==> src/design/i2cms_pkg.sv <==
// ----------------------------------------------------------------------------
// i2cms_pkg
// Types, codes and action slots shared by the I2C master sequencer modules.
// ----------------------------------------------------------------------------
package i2cms_pkg;

    localparam int QUEUE_DEPTH_DEFAULT = 4;

    // Input item kind, carried on s_tuser
    typedef enum logic [1:0] {
        MODE_WRITE = 2'd0,
        MODE_READ  = 2'd1,
        MODE_EVENT = 2'd2,
        MODE_ERROR = 2'd3
    } mode_t;

    typedef enum logic [1:0] {
        ST_READY = 2'd0,
        ST_RX    = 2'd1,
        ST_TX    = 2'd2
    } xfer_state_t;

    typedef enum logic [4:0] {
        A_START     = 5'd0,
        A_BUSY      = 5'd1,
        A_ADDR      = 5'd2,
        A_CLRADDR   = 5'd3,
        A_ACKOFF    = 5'd4,
        A_WR        = 5'd5,
        A_RD        = 5'd6,
        A_STOP      = 5'd7,
        A_TXDONE    = 5'd8,
        A_RXDONE    = 5'd9,
        A_STOPF     = 5'd10,
        A_REQ       = 5'd11,
        A_RCV       = 5'd12,
        A_ACKON     = 5'd13,
        A_ERR_BUS   = 5'd14,
        A_ERR_ARLO  = 5'd15,
        A_ERR_AF    = 5'd16,
        A_ERR_OVR   = 5'd17,
        A_ERR_TMO   = 5'd18
    } action_t;

    // Action slots in emission order; one mask bit per slot
    localparam int NUM_SLOTS = 21;
    localparam int SLOT_W    = $clog2(NUM_SLOTS);
    localparam int NUM_ERR   = 5;

    localparam logic [SLOT_W-1:0] SL_START    = 5'd0;
    localparam logic [SLOT_W-1:0] SL_BUSY     = 5'd1;
    localparam logic [SLOT_W-1:0] SL_ADDR     = 5'd2;
    localparam logic [SLOT_W-1:0] SL_ACKOFF_A = 5'd3;
    localparam logic [SLOT_W-1:0] SL_CLRADDR  = 5'd4;
    localparam logic [SLOT_W-1:0] SL_STOP_T   = 5'd5;
    localparam logic [SLOT_W-1:0] SL_TXDONE   = 5'd6;
    localparam logic [SLOT_W-1:0] SL_STOPF    = 5'd7;
    localparam logic [SLOT_W-1:0] SL_WR       = 5'd8;
    localparam logic [SLOT_W-1:0] SL_REQ      = 5'd9;
    localparam logic [SLOT_W-1:0] SL_ACKOFF_R = 5'd10;
    localparam logic [SLOT_W-1:0] SL_RD       = 5'd11;
    localparam logic [SLOT_W-1:0] SL_STOP_R   = 5'd12;
    localparam logic [SLOT_W-1:0] SL_ACKON    = 5'd13;
    localparam logic [SLOT_W-1:0] SL_RXDONE   = 5'd14;
    localparam logic [SLOT_W-1:0] SL_RCV      = 5'd15;
    localparam logic [SLOT_W-1:0] SL_ERR0     = 5'd16;
    localparam logic [SLOT_W-1:0] SL_ERR1     = 5'd17;
    localparam logic [SLOT_W-1:0] SL_ERR2     = 5'd18;
    localparam logic [SLOT_W-1:0] SL_ERR3     = 5'd19;
    localparam logic [SLOT_W-1:0] SL_ERR4     = 5'd20;

    // One classified input item: which slots fire, plus their data
    typedef struct packed {
        logic [NUM_SLOTS-1:0] mask;
        logic [7:0]           addr_byte;  // address byte, or prior state
        logic [7:0]           tx_byte;
        logic [7:0]           rx_byte;
    } plan_t;

    function automatic action_t slot_action(input logic [SLOT_W-1:0] slot);
        case (slot)
            SL_START:    return A_START;
            SL_BUSY:     return A_BUSY;
            SL_ADDR:     return A_ADDR;
            SL_ACKOFF_A: return A_ACKOFF;
            SL_CLRADDR:  return A_CLRADDR;
            SL_STOP_T:   return A_STOP;
            SL_TXDONE:   return A_TXDONE;
            SL_STOPF:    return A_STOPF;
            SL_WR:       return A_WR;
            SL_REQ:      return A_REQ;
            SL_ACKOFF_R: return A_ACKOFF;
            SL_RD:       return A_RD;
            SL_STOP_R:   return A_STOP;
            SL_ACKON:    return A_ACKON;
            SL_RXDONE:   return A_RXDONE;
            SL_RCV:      return A_RCV;
            SL_ERR0:     return A_ERR_BUS;
            SL_ERR1:     return A_ERR_ARLO;
            SL_ERR2:     return A_ERR_AF;
            SL_ERR3:     return A_ERR_OVR;
            SL_ERR4:     return A_ERR_TMO;
            default:     return A_START;
        endcase
    endfunction

endpackage

==> src/design/i2c_master_interrupt_sequencer.sv <==
// ----------------------------------------------------------------------------
// i2c_master_interrupt_sequencer
// Interrupt-driven I2C master transfer sequencer: start requests, event and
// error items in, a run of driver actions out.
//
//   channel  dir  signals                         contents
//   s_       in   s_tvalid/s_tready/s_tdata/user  request, event or error item
//   m_       out  m_tvalid/m_tready/m_tdata/user  one action beat, tlast ends run
//   cfg_     in   cfg_valid/cfg_ready/cfg_data    ack_control register
//
// An item is classified in the cycle it is accepted; s_tready stays high
// while the plan queue has room, so items may arrive every cycle.
// The output stage emits one action per cycle unless m_ stalls: an item
// yielding N actions takes N beats (up to 8); items with none take no beat.
// Reset clears the transfer state and the queue and sets ack_control to 1.
// A stalled m_ side holds its beat and back-pressures s_ only once the
// queue fills.
// ----------------------------------------------------------------------------
module i2c_master_interrupt_sequencer
    import i2cms_pkg::*;
#(
    parameter int QUEUE_DEPTH = QUEUE_DEPTH_DEFAULT
) (
    input  logic        aclk,
    input  logic        aresetn,
    input  logic        s_tvalid,
    output logic        s_tready,
    // target_address[6:0], transfer_length[14:7], repeated_start[15],
    // status_flags[23:16], error_flags[28:24], tx_byte[36:29],
    // rx_byte[44:37], zero fill[47:45]
    input  logic [47:0] s_tdata,
    // mode[1:0]
    input  logic [1:0]  s_tuser,
    output logic        m_tvalid,
    input  logic        m_tready,
    // data_byte[7:0]
    output logic [7:0]  m_tdata,
    // action[4:0]
    output logic [4:0]  m_tuser,
    output logic        m_tlast,
    input  logic        cfg_valid,
    output logic        cfg_ready,
    input  logic        cfg_data
);

    plan_t push_plan;
    plan_t head_plan;
    logic  push;
    logic  pop;
    logic  queue_full;
    logic  queue_empty;

    assign s_tready  = !queue_full;
    assign cfg_ready = 1'b1;

    i2cms_front u_front (
        .aclk       (aclk),
        .aresetn    (aresetn),
        .s_tvalid   (s_tvalid),
        .s_tuser    (s_tuser),
        .s_tdata    (s_tdata),
        .queue_full (queue_full),
        .cfg_valid  (cfg_valid),
        .cfg_data   (cfg_data),
        .push       (push),
        .push_plan  (push_plan)
    );

    i2cms_queue #(
        .DEPTH (QUEUE_DEPTH)
    ) u_queue (
        .aclk      (aclk),
        .aresetn   (aresetn),
        .push      (push),
        .push_plan (push_plan),
        .pop       (pop),
        .head_plan (head_plan),
        .full      (queue_full),
        .empty     (queue_empty)
    );

    i2cms_back u_back (
        .aclk        (aclk),
        .aresetn     (aresetn),
        .head_plan   (head_plan),
        .queue_empty (queue_empty),
        .pop         (pop),
        .m_tvalid    (m_tvalid),
        .m_tready    (m_tready),
        .m_tdata     (m_tdata),
        .m_tuser     (m_tuser),
        .m_tlast     (m_tlast)
    );

endmodule

==> src/design/i2cms_front.sv <==
// ----------------------------------------------------------------------------
// i2cms_front
// Accepts input items, keeps the transfer state and turns each item into a
// plan of action slots for the back end.
// ----------------------------------------------------------------------------
module i2cms_front
    import i2cms_pkg::*;
(
    input  logic        aclk,
    input  logic        aresetn,
    input  logic        s_tvalid,
    input  logic [1:0]  s_tuser,
    input  logic [47:0] s_tdata,
    input  logic        queue_full,
    input  logic        cfg_valid,
    input  logic        cfg_data,
    output logic        push,
    output plan_t       push_plan
);

    logic [6:0]  target_address;
    logic [7:0]  transfer_length;
    logic        repeated_start;
    logic [7:0]  status_flags;
    logic [4:0]  error_flags;
    logic        accept;
    mode_t       mode;

    xfer_state_t state_reg, state_next;
    logic [6:0]  dev_addr_reg, dev_addr_next;
    logic [7:0]  rem_len_reg, rem_len_next;
    logic [7:0]  rx_size_reg, rx_size_next;
    logic        rpt_start_reg, rpt_start_next;
    logic        ev_irq_reg, ev_irq_next;
    logic        buf_irq_reg, buf_irq_next;
    logic        err_irq_reg, err_irq_next;
    logic        ack_ctrl_reg;

    assign target_address  = s_tdata[6:0];
    assign transfer_length = s_tdata[14:7];
    assign repeated_start  = s_tdata[15];
    assign status_flags    = s_tdata[23:16];
    assign error_flags     = s_tdata[28:24];
    assign mode            = mode_t'(s_tuser);

    assign accept = s_tvalid && !queue_full;
    assign push   = accept && (push_plan.mask != '0);

    always_comb begin
        xfer_state_t st_v;
        logic [7:0]  rem_v;
        logic        master;
        logic        transmitter;

        state_next     = state_reg;
        dev_addr_next  = dev_addr_reg;
        rem_len_next   = rem_len_reg;
        rx_size_next   = rx_size_reg;
        rpt_start_next = rpt_start_reg;
        ev_irq_next    = ev_irq_reg;
        buf_irq_next   = buf_irq_reg;
        err_irq_next   = err_irq_reg;

        push_plan.mask      = '0;
        push_plan.addr_byte = '0;
        push_plan.tx_byte   = s_tdata[36:29];
        push_plan.rx_byte   = s_tdata[44:37];

        st_v        = state_reg;
        rem_v       = rem_len_reg;
        master      = status_flags[6];
        transmitter = status_flags[7];

        case (mode)
            MODE_WRITE, MODE_READ: begin
                push_plan.addr_byte = {6'b0, state_reg};
                if (state_reg == ST_RX || state_reg == ST_TX) begin
                    push_plan.mask[SL_BUSY] = 1'b1;
                end else begin
                    push_plan.mask[SL_START] = 1'b1;
                    rem_len_next   = transfer_length;
                    dev_addr_next  = target_address;
                    rpt_start_next = repeated_start;
                    if (mode == MODE_READ) begin
                        state_next   = ST_RX;
                        rx_size_next = transfer_length;
                    end else begin
                        state_next = ST_TX;
                    end
                    ev_irq_next  = 1'b1;
                    buf_irq_next = 1'b1;
                    err_irq_next = 1'b1;
                end
            end
            MODE_EVENT: begin
                if (ev_irq_reg) begin
                    if (status_flags[0] && (st_v == ST_TX || st_v == ST_RX)) begin
                        push_plan.mask[SL_ADDR] = 1'b1;
                        push_plan.addr_byte = {dev_addr_reg, st_v == ST_RX};
                    end
                    if (status_flags[1]) begin
                        if (master && st_v == ST_RX && rx_size_reg == 8'd1)
                            push_plan.mask[SL_ACKOFF_A] = 1'b1;
                        push_plan.mask[SL_CLRADDR] = 1'b1;
                    end
                    // close a write once the last byte has left the shifter
                    if (status_flags[2] && st_v == ST_TX && status_flags[4] &&
                        rem_v == 8'd0) begin
                        push_plan.mask[SL_STOP_T] = !rpt_start_reg;
                        push_plan.mask[SL_TXDONE] = 1'b1;
                        buf_irq_next = 1'b0;
                        ev_irq_next  = 1'b0;
                        st_v         = ST_READY;
                        rem_v        = 8'd0;
                    end
                    if (status_flags[3])
                        push_plan.mask[SL_STOPF] = 1'b1;
                    if (buf_irq_reg && status_flags[4]) begin
                        if (master) begin
                            if (st_v == ST_TX && rem_v != 8'd0) begin
                                push_plan.mask[SL_WR] = 1'b1;
                                rem_v = rem_v - 8'd1;
                            end
                        end else if (transmitter) begin
                            push_plan.mask[SL_REQ] = 1'b1;
                        end
                    end
                    if (buf_irq_reg && status_flags[5]) begin
                        if (master) begin
                            if (st_v == ST_RX) begin
                                if (rx_size_reg > 8'd1 && rem_v == 8'd2)
                                    push_plan.mask[SL_ACKOFF_R] = 1'b1;
                                if (rx_size_reg != 8'd0) begin
                                    push_plan.mask[SL_RD] = 1'b1;
                                    rem_v = rem_v - 8'd1;
                                end
                                if (rem_v == 8'd0) begin
                                    push_plan.mask[SL_STOP_R] = !rpt_start_reg;
                                    push_plan.mask[SL_ACKON]  = ack_ctrl_reg;
                                    push_plan.mask[SL_RXDONE] = 1'b1;
                                    buf_irq_next = 1'b0;
                                    ev_irq_next  = 1'b0;
                                    st_v         = ST_READY;
                                    rx_size_next = 8'd0;
                                    rem_v        = 8'd0;
                                end
                            end
                        end else if (!transmitter) begin
                            push_plan.mask[SL_RCV] = 1'b1;
                        end
                    end
                    state_next   = st_v;
                    rem_len_next = rem_v;
                end
            end
            MODE_ERROR: begin
                if (err_irq_reg)
                    push_plan.mask[SL_ERR0 +: NUM_ERR] = error_flags;
            end
            default: begin
                push_plan.mask = '0;
            end
        endcase
    end

    always_ff @(posedge aclk) begin
        if (!aresetn) begin
            state_reg     <= ST_READY;
            dev_addr_reg  <= '0;
            rem_len_reg   <= '0;
            rx_size_reg   <= '0;
            rpt_start_reg <= 1'b0;
            ev_irq_reg    <= 1'b0;
            buf_irq_reg   <= 1'b0;
            err_irq_reg   <= 1'b0;
            ack_ctrl_reg  <= 1'b1;
        end else begin
            if (accept) begin
                state_reg     <= state_next;
                dev_addr_reg  <= dev_addr_next;
                rem_len_reg   <= rem_len_next;
                rx_size_reg   <= rx_size_next;
                rpt_start_reg <= rpt_start_next;
                ev_irq_reg    <= ev_irq_next;
                buf_irq_reg   <= buf_irq_next;
                err_irq_reg   <= err_irq_next;
            end
            if (cfg_valid)
                ack_ctrl_reg <= cfg_data;
        end
    end

endmodule

==> src/design/i2cms_queue.sv <==
// ----------------------------------------------------------------------------
// i2cms_queue
// Short first-in first-out queue of plans between front and back end.
// ----------------------------------------------------------------------------
module i2cms_queue
    import i2cms_pkg::*;
#(
    parameter int DEPTH = QUEUE_DEPTH_DEFAULT
) (
    input  logic  aclk,
    input  logic  aresetn,
    input  logic  push,
    input  plan_t push_plan,
    input  logic  pop,
    output plan_t head_plan,
    output logic  full,
    output logic  empty
);

    localparam int PTR_W = (DEPTH > 1) ? $clog2(DEPTH) : 1;
    localparam int CNT_W = $clog2(DEPTH + 1);

    plan_t             entry_reg [DEPTH];
    logic [PTR_W-1:0]  wr_ptr_reg, wr_ptr_next;
    logic [PTR_W-1:0]  rd_ptr_reg, rd_ptr_next;
    logic [CNT_W-1:0]  count_reg, count_next;

    assign full      = (count_reg == CNT_W'(DEPTH));
    assign empty     = (count_reg == '0);
    assign head_plan = entry_reg[rd_ptr_reg];

    always_comb begin
        wr_ptr_next = wr_ptr_reg;
        rd_ptr_next = rd_ptr_reg;
        count_next  = count_reg;
        if (push)
            wr_ptr_next = (wr_ptr_reg == PTR_W'(DEPTH - 1)) ? '0 : wr_ptr_reg + 1'b1;
        if (pop)
            rd_ptr_next = (rd_ptr_reg == PTR_W'(DEPTH - 1)) ? '0 : rd_ptr_reg + 1'b1;
        if (push && !pop)
            count_next = count_reg + 1'b1;
        else if (pop && !push)
            count_next = count_reg - 1'b1;
    end

    always_ff @(posedge aclk) begin
        if (!aresetn) begin
            wr_ptr_reg <= '0;
            rd_ptr_reg <= '0;
            count_reg  <= '0;
        end else begin
            wr_ptr_reg <= wr_ptr_next;
            rd_ptr_reg <= rd_ptr_next;
            count_reg  <= count_next;
        end
    end

    always_ff @(posedge aclk) begin
        if (push)
            entry_reg[wr_ptr_reg] <= push_plan;
    end

    a_no_push_full: assert property (@(posedge aclk) disable iff (!aresetn)
        !(push && full))
        else $error("plan pushed into a full queue");

    a_no_pop_empty: assert property (@(posedge aclk) disable iff (!aresetn)
        !(pop && empty))
        else $error("plan popped from an empty queue");

endmodule

==> src/design/i2cms_back.sv <==
// ----------------------------------------------------------------------------
// i2cms_back
// Walks each plan slot by slot and emits one action beat per cycle, unless
// m_tready stalls it, through a registered output stage.
// ----------------------------------------------------------------------------
module i2cms_back
    import i2cms_pkg::*;
(
    input  logic       aclk,
    input  logic       aresetn,
    input  plan_t      head_plan,
    input  logic       queue_empty,
    output logic       pop,
    output logic       m_tvalid,
    input  logic       m_tready,
    output logic [7:0] m_tdata,
    output logic [4:0] m_tuser,
    output logic       m_tlast
);

    logic [NUM_SLOTS-1:0] cur_mask_reg, cur_mask_next;
    logic [7:0]           cur_addr_reg, cur_tx_reg, cur_rx_reg;
    logic                 out_valid_reg, out_valid_next;
    action_t              out_action_reg, out_action_next;
    logic [7:0]           out_data_reg, out_data_next;
    logic                 out_last_reg, out_last_next;

    logic                 advance;
    logic                 use_cur;
    logic                 have_work;
    logic [NUM_SLOTS-1:0] src_mask;
    logic [NUM_SLOTS-1:0] rest_mask;
    logic [7:0]           src_addr, src_tx, src_rx;
    logic [SLOT_W-1:0]    sel_slot;

    assign advance   = !out_valid_reg || m_tready;
    assign use_cur   = (cur_mask_reg != '0);
    assign have_work = use_cur || !queue_empty;
    assign pop       = advance && !use_cur && !queue_empty;

    assign src_mask  = use_cur ? cur_mask_reg : head_plan.mask;
    assign src_addr  = use_cur ? cur_addr_reg : head_plan.addr_byte;
    assign src_tx    = use_cur ? cur_tx_reg   : head_plan.tx_byte;
    assign src_rx    = use_cur ? cur_rx_reg   : head_plan.rx_byte;
    // drop the lowest pending slot
    assign rest_mask = src_mask & (src_mask - 1'b1);

    always_comb begin
        sel_slot = '0;
        for (int i = NUM_SLOTS - 1; i >= 0; i--) begin
            if (src_mask[i])
                sel_slot = SLOT_W'(i);
        end
    end

    always_comb begin
        cur_mask_next   = cur_mask_reg;
        out_valid_next  = out_valid_reg;
        out_action_next = out_action_reg;
        out_data_next   = out_data_reg;
        out_last_next   = out_last_reg;
        if (advance) begin
            out_valid_next = have_work;
            if (have_work) begin
                cur_mask_next   = rest_mask;
                out_action_next = slot_action(sel_slot);
                out_last_next   = (rest_mask == '0);
                case (sel_slot)
                    SL_START, SL_BUSY, SL_ADDR: out_data_next = src_addr;
                    SL_WR:                      out_data_next = src_tx;
                    SL_RD:                      out_data_next = src_rx;
                    default:                    out_data_next = 8'd0;
                endcase
            end
        end
    end

    always_ff @(posedge aclk) begin
        if (!aresetn) begin
            cur_mask_reg  <= '0;
            out_valid_reg <= 1'b0;
        end else begin
            cur_mask_reg  <= cur_mask_next;
            out_valid_reg <= out_valid_next;
        end
    end

    always_ff @(posedge aclk) begin
        out_action_reg <= out_action_next;
        out_data_reg   <= out_data_next;
        out_last_reg   <= out_last_next;
        if (pop) begin
            cur_addr_reg <= head_plan.addr_byte;
            cur_tx_reg   <= head_plan.tx_byte;
            cur_rx_reg   <= head_plan.rx_byte;
        end
    end

    assign m_tvalid = out_valid_reg;
    assign m_tdata  = out_data_reg;
    assign m_tuser  = out_action_reg;
    assign m_tlast  = out_last_reg;

    // a partly walked plan always has a non-final beat on the output
    a_cur_pending: assert property (@(posedge aclk) disable iff (!aresetn)
        (cur_mask_reg != '0) |-> (out_valid_reg && !out_last_reg))
        else $error("pending slots without a held non-final beat");

    a_pop_when_idle: assert property (@(posedge aclk) disable iff (!aresetn)
        pop |-> (cur_mask_reg == '0))
        else $error("new plan taken while slots still pending");

endmodule

==> config.mk <==
export PLATFORM = sky130hd
export DESIGN_NAME = i2c_master_interrupt_sequencer
export DESIGN_NICKNAME = d
export VERILOG_FILES = /design/src/design/i2cms_pkg.sv /design/src/design/i2c_master_interrupt_sequencer.sv /design/src/design/i2cms_front.sv /design/src/design/i2cms_queue.sv /design/src/design/i2cms_back.sv
export SDC_FILE = /design/constraint.sdc
export NUM_CORES = 1
export LEC_CHECK = 0
export BUFFER_PORTS_ARGS = -buffer_cell sky130_fd_sc_hd__buf_2
export CAP_MARGIN = 20
export CORE_MARGIN = 4
export CORE_UTILIZATION = 60
export CTS_BUF_LIST = sky130_fd_sc_hd__clkbuf_2
export DETAILED_ROUTE_END_ITERATION = 16
export PLACE_DENSITY = 0.82
export REMOVE_ABC_BUFFERS = 1
export SYNTH_ARGS = -nofsm -noshare
export SYNTH_HDL_FRONTEND = slang
export SYNTH_SLANG_ARGS = --single-unit
==> constraint.sdc <==
create_clock -name aclk -period 6 [get_ports aclk]
set_input_delay 1.2 -clock aclk [delete_from_list [all_inputs] [get_ports aclk]]
set_output_delay 1.2 -clock aclk [all_outputs]
set_load 0.02 [all_outputs]
Word level (Yosys, flattened, before mapping)
Memory sizes are Yosys's and may differ from the RTL's. A register that Yosys moved wholly into a read port is not among the register bits.
Cells that the tools add are included.
Storage, ports and cells
  bits in latches: 0
  memories: 2
  logic and storage cells: 216
  register bits after elaboration: 92
  output and inout bits: 17
  bits in read-only memories: 160
  input bits: 56
  RAM bits: 180
Cells by class
  add/sub/neg operators: 7
  bitwise logic cells: 2
  shifts and indexed selects: 0
  reductions and logical operators: 45
  multiply operators: 0
  magnitude comparators: 1
  eq/ne operators: 23
  mux-type cells: 117
  divide/modulo/power cells: 0
Memory list
  u_queue.entry_reg: words 4, bits a word 45, rd ports 1, clocked after memory_dff 1, wr ports 1, line i2cms_queue.sv:23  | plan_t entry_reg [DEPTH];
  (no name shown): words 32, bits a word 5, rd ports 1, clocked after memory_dff 1, wr ports 0, line i2cms_pkg.sv:81  | case (slot)
Operator list (number)
  two-way mux 8 bit: 32
  two-way mux 5 bit: 25
  one-hot mux 8 bit (2 select lines): 3
  nonzero test 21 bit: 2
  two-way mux 2 bit: 18
  two-way mux 1 bit: 28
  two-way mux 14 bit: 2
  one-hot mux 8 bit (3 select lines): 1
  bitwise AND 21 bit: 1
  zero test 21 bit: 1
  two-way mux 21 bit: 1
  subtractor 21 x 1 -> 21 bit (second input constant): 1
  logical AND 1 bit: 16
  zero test 8 bit: 2
  nonzero test 8 bit: 2
  subtractor 8 x 1 -> 8 bit (second input constant): 2
  == test 2 bit (second input constant): 6
  == test 5 x 4 -> 1 bit (second input constant): 2
  != test 2 x 1 -> 1 bit (second input constant): 5
  two-way mux 3 bit: 3
  AND reduction 9 bit: 1
  == test 8 x 1 -> 1 bit (second input constant): 1
  == test 8 x 2 -> 1 bit (second input constant): 1
  greater-than comparator 8 x 1 -> 1 bit (second input constant): 1
  other kinds (23): 38

Longest topological paths before layout
  depth after elaboration: 34
  mapped depth: 21
  depth with buffers taken out: 20

By module
Synthesis repeated with hierarchy kept, for this count alone.
Unflattened totals
  cells, all modules: 988
  area, all modules: 12916.1 sq um
Modules (own cells, without submodules)
  i2cms_queue: cells an instance 279, area each 7011.7 sq um, times used 1, sequential area each 5585.4 sq um
  i2cms_back: cells an instance 391, area each 3479.6 sq um, times used 1, sequential area each 1561.5 sq um
  i2cms_front: cells an instance 315, area each 2409.8 sq um, times used 1, sequential area each 600.6 sq um
  i2c_master_interrupt_sequencer: cells an instance 3, area each 15.0 sq um, times used 1, sequential area each 0.0 sq um

Worst setup path after synthesis
No wires, ideal clock.
  path type: input to register
  from: input port s_tdata[22]
  to: memory u_queue.entry_reg[3][0] in the netlist's numbering, enable pin
  stages on the path: 14
  data required time: 5593 ps
  setup time: 407 ps
  path slack: 790 ps
  data arrival time: 4803 ps
  buffers on the path: 1
  cell sequence: buf_2 -> nand4b_1 -> nor2_1 -> nand2_1 -> and2_1 -> a21oi_1 -> ha_1 -> nand2b_1 -> a2111oi_0 -> nand4_1 -> xnor2_1 -> a31oi_1 -> a211oi_2 -> and2_1
On the way
  cells in the longest elaborated chain, start to end: 22
  elaborated cells on any way between the ends: 33
  classes of those cells: 1 x add/sub; 1 x eq/ne; 25 x mux; 6 x reduce/logical
RTL lines
  from (decl): line i2c_master_interrupt_sequencer.sv:31  | input logic [47:0] s_tdata,
  two-way mux 8 bit: line i2cms_front.sv:119  | if (master) begin
  two-way mux 8 bit: line i2cms_front.sv:118  | if (buf_irq_reg && status_flags[4]) begin
  two-way mux 8 bit: line i2cms_front.sv:96  | if (ev_irq_reg) begin
  two-way mux 8 bit: line i2cms_front.sv:74  | case (mode)
  subtractor 8 x 1 -> 8 bit: line i2cms_front.sv:135  | rem_v = rem_v - 8'd1;
  two-way mux 8 bit: line i2cms_front.sv:133  | if (rx_size_reg != 8'd0) begin
  two-way mux 8 bit: line i2cms_front.sv:130  | if (st_v == ST_RX) begin
  two-way mux 8 bit: line i2cms_front.sv:129  | if (master) begin
  (+7 left out)
  two-way mux 6 bit: line i2cms_front.sv:128  | if (buf_irq_reg && status_flags[5]) begin
  two-way mux 14 bit (*): line i2cms_front.sv:96
  two-way mux 14 bit (*): line i2cms_front.sv:74
  nonzero test 21 bit (*): line i2cms_front.sv:47  | assign push = accept && (push_plan.mask != '0);
  logical AND 1 bit (*): line i2cms_front.sv:47
  via push: line i2c_master_interrupt_sequencer.sv:48  | logic push;
  two-way mux 1 bit (*): line i2cms_queue.sv:59  | if (push)
  two-way mux 1 bit (implied by the code) (*): line i2cms_queue.sv:60  | entry_reg[wr_ptr_reg] <= push_plan;
  to (decl): line i2cms_queue.sv:23
Mark *: on every way through the listed nets, which the timed path passes. The rest lies on a longest branch. The select of a mux whose other input is x is not followed.

Worst setup path in the final report
  from: register u_front.rem_len_reg[3]
  to: register u_queue.count_reg[2]
On the way
  cells in the longest elaborated chain, start to end: 31
  elaborated cells on any way between the ends: 46
  classes of those cells: 2 x add/sub; 3 x eq/ne; 29 x mux; 12 x reduce/logical
RTL lines
  from (decl): line i2cms_front.sv:31  | logic [7:0] rem_len_reg, rem_len_next;
  from (signal assigned): line i2cms_front.sv:181  | rem_len_reg <= rem_len_next;
  parallel branches: the longest is 24 deep, another holds subtractor 8 x 1 -> 8 bit
  two-way mux 14 bit (*): line i2cms_front.sv:96
  two-way mux 14 bit (*): line i2cms_front.sv:74
  nonzero test 21 bit (*): line i2cms_front.sv:47
  logical AND 1 bit (*): line i2cms_front.sv:47
  via push: line i2c_master_interrupt_sequencer.sv:48
  zero test 1 bit: line i2cms_queue.sv:42  | else if (pop && !push)
  logical AND 1 bit: line i2cms_queue.sv:42
  nonzero test 2 bit (no source line)
  to (signal assigned): line i2cms_queue.sv:54  | count_reg <= count_next;
  to (decl): line i2cms_queue.sv:26  | logic [CNT_W-1:0] count_reg, count_next;
Mark *: on every way through the listed nets, which the timed path passes. The select of a mux whose other input is x is not followed.
A chain may end at the register's enable or synchronous reset.

==> results.cfg <==
[synth]
yosysSeqAreaShare = 0.614
ys_async_sr_fraction = 0
ys_seq_elements = 278
syn_avg_cell_area_um2 = 13.0
yosysWarningCount = 0
synth.distinct_cells = 83
synth_ff_type = edfxtp_1
synth_edf_count = 218
syn_area_um2 = 12600
netlist_instances = 969

[routing]
drt_pass1_iterations = 5
viasPerCell = 6.23
wirelength_um = 28200
ant_nets = 0
vias = 8775
first_iter_violations = 830
drc_errors = 0
routedWlPerCell_um = 20.0

[critical_path]
rr_startpoint = u_front.rem_len_reg[3]$_SDFFE_PN0P_
worstPathMaxFanout = 11
end_kind = register
worstPathArrival_ps = 5970
critPathLaunchType = register
critPathRequiredTime_ps = 6760
crit_type = reg2reg
startpoint = u_front.rem_len_reg[3]$_SDFFE_PN0P_
r2r_cells = 17
r2r-end = u_queue.count_reg[2]$_SDFFE_PN0P_
rrSetupSlack_ps = 790

[clocking]
cts_buffers = 68
path_clk_slew_ps = 100
cts_root_buf = clkbuf_2
clk-insertion-delay-late_ps = 830
cts_resized = 0
tritoncts = built
cts_max_path_buffers = 3
h-tree-depth = 3
hold_buffers = 0
clock_sinks = 278
cts_post_setup_buffers_inserted = 0

[min_path]
worstHoldPathCells = 2
hp-start = u_front.dev_addr_reg[4]$_SDFFE_PN0P_
min_path_type = reg2reg
hold_end = u_front.dev_addr_reg[4]$_SDFFE_PN0P_

[global_routing]
grt_pass1_vias = 8635
antenna_found_initial = 1
grt_pass1_wl_um = 45100
grt_max_degree = 46
gr-total-overflow = 0
track_usage = 0.240

[finish]
drive_gt1_frac = 0.239
multiInputGateArea_um2 = 4620
largest_reg_flops = 180
area_delta_synth_final_pct = 10.4
seq_area_um2 = 7750
nNetsFinal = 1151
fillerInstances = 1466

[power_and_ir_drop]
ir_drop_mv = 0.417
power_density_nw_per_um2 = 508
p_leak_nw = 4.88

[placed_design]
port_buffers = 68
dp_hpwl_um = 19000
place_ws_ps = 528
gp_congestion = 0.922

[floorplanning]
die_area_um2 = 23400
rows = 52
die_y_um = 153
io-pin-count = 73
fp.dieW_um = 153
core_um2 = 20400
initial_core_util = 0.618

[sta]
slew_headroom = 0.387
period_share = 0.869
rsz0062_at_grt = false
fmax_mhz = 192
hold_viol = 0
max_slew.worst_pin.slew_ps = 906
fin_crit_ps = 5210
setup_tns_ps = 0
finalClockSkew_ps = 57.6
setup_viol = 0
setup_ws_ps = 787
drv_slew = 0

[run_status]
outcome = finished, final reports clean

[flow_run]
cap_viol_max_count = 0
[stage by stage]
step	instances	instance area (um^2)	power, mW	util	hold slack, ps
6_report	1408	13900	7.07	0.682	454
3_5_place_dp	1283	13300	5.86	0.652	444
2_1_floorplan	924	12400	4.96	-	431
5_1_grt	1408	13900	7.53	0.682	483
3_3_place_gp	1283	13300	5.79	0.652	438
4_1_cts	1407	13900	7.07	0.681	457
[critical path, cell delays in order (launching register included)]
cell and delay (ps):
dfxtp_1 400, or4_1 610, or4_1 740, and2_1 240, a21oi_1 270, ha_1 320
nand2b_1 80, a2111oi_0 360, nand4_1 160, xnor2_1 220, a31oi_1 120, a211oi_2 270
ha_1 220, inv_1 60, fa_1 420, xor2_1 170, or3_1 320, a21oi_1 150
[layout make-up]
class / count / area share
antenna: 1 / 0.000180
clock buffer: 100 / 0.0359
clock inverter: 24 / 0.00791
inverter: 16 / 0.00431
multi-input combinational: 630 / 0.331
sequential: 278 / 0.557
tap: 270 / 0.0243
timing repair buffer: 89 / 0.0394
[cells in the mapped netlist (8+ instances only)]
master	number	area (um^2)
and3_1	11	68.8
ha_1	11	138
nor2_1	84	315
a211oi_1	16	120
nand3_1	29	145
edfxtp_1	218	6550
a31oi_1	22	138
a22o_1	10	87.6
nor4_1	13	81.3
mux4_2	41	923
a21o_1	9	67.6
nand2_1	105	394
clkbuf_1	28	105
o21ai_0	26	130
mux2i_1	23	230
or3_1	8	50.1
buf_2	8	40.0
dfxtp_1	60	1200
and2_1	22	138
a21oi_1	55	275
inv_1	14	52.6
nor3_1	20	100
[power by group]
part	switching (mW)	leakage, nW	internal, mW
sequential	0.131	2.41	2.42
clock	0.744	0.461	0.452
combinational	2.13	2.00	1.19
[how the worst max path moves through the flow]
stage,to,slack [ps]
6_report,u_queue.count_reg[2]$_SDFFE_PN0P_,790
5_1_grt,u_queue.count_reg[2]$_SDFFE_PN0P_,460
4_1_cts,u_queue.count_reg[2]$_SDFFE_PN0P_,790
3_5_place_dp,u_queue.count_reg[2]$_SDFFE_PN0P_,530
3_3_place_gp,u_queue.count_reg[2]$_SDFFE_PN0P_,640
2_1_floorplan,u_queue.count_reg[2]$_SDFFE_PN0P_,490
[placed cells by master (no fill, tap or decap), types with 6 or more instances in the layout]
master / synthesis / routed
inv_1: 14 / 14
ha_1: 11 / 11
mux4_2: 41 / 41
a211oi_1: 16 / 16
a31oi_1: 22 / 22
nor3_1: 20 / 19
or3_1: 8 / 8
buf_4: 2 / 17
clkbuf_2: 1 / 100
nor4_1: 13 / 13
nand2_1: 105 / 105
edfxtp_1: 218 / 218
a22o_1: 10 / 10
a21oi_1: 55 / 55
and3_1: 11 / 11
o21ai_0: 26 / 26
a21o_1: 9 / 9
nor2_1: 84 / 84
clkinv_1: 1 / 17
nor2b_1: 6 / 6
nand3_1: 29 / 29
dfxtp_1: 60 / 58
a311oi_1: 7 / 7
nand2b_1: 7 / 7
mux2i_1: 23 / 23
buf_2: 8 / 68
and2_1: 22 / 18
xor2_1: 6 / 6
[routing by layer]
layer  track usage  vias to the layer above  share of wire
met1         0.318                     4279           0.40
met5             0                        -              0
met2         0.396                      396           0.49
met3        0.0517                       61          0.077
li1              -                     4039              -
met4        0.0895                        0          0.024
[kinds of logic after synthesis]
group           share of synthesized area
flops                               0.614
buf+inv                            0.0221
simple gates                        0.132
fa+ha+maj                          0.0142
xor+xnor                          0.00763
mux                                 0.102
other cells                      0.000297
compound gates                      0.108
Note: power is estimated with default switching activity, not from simulation.
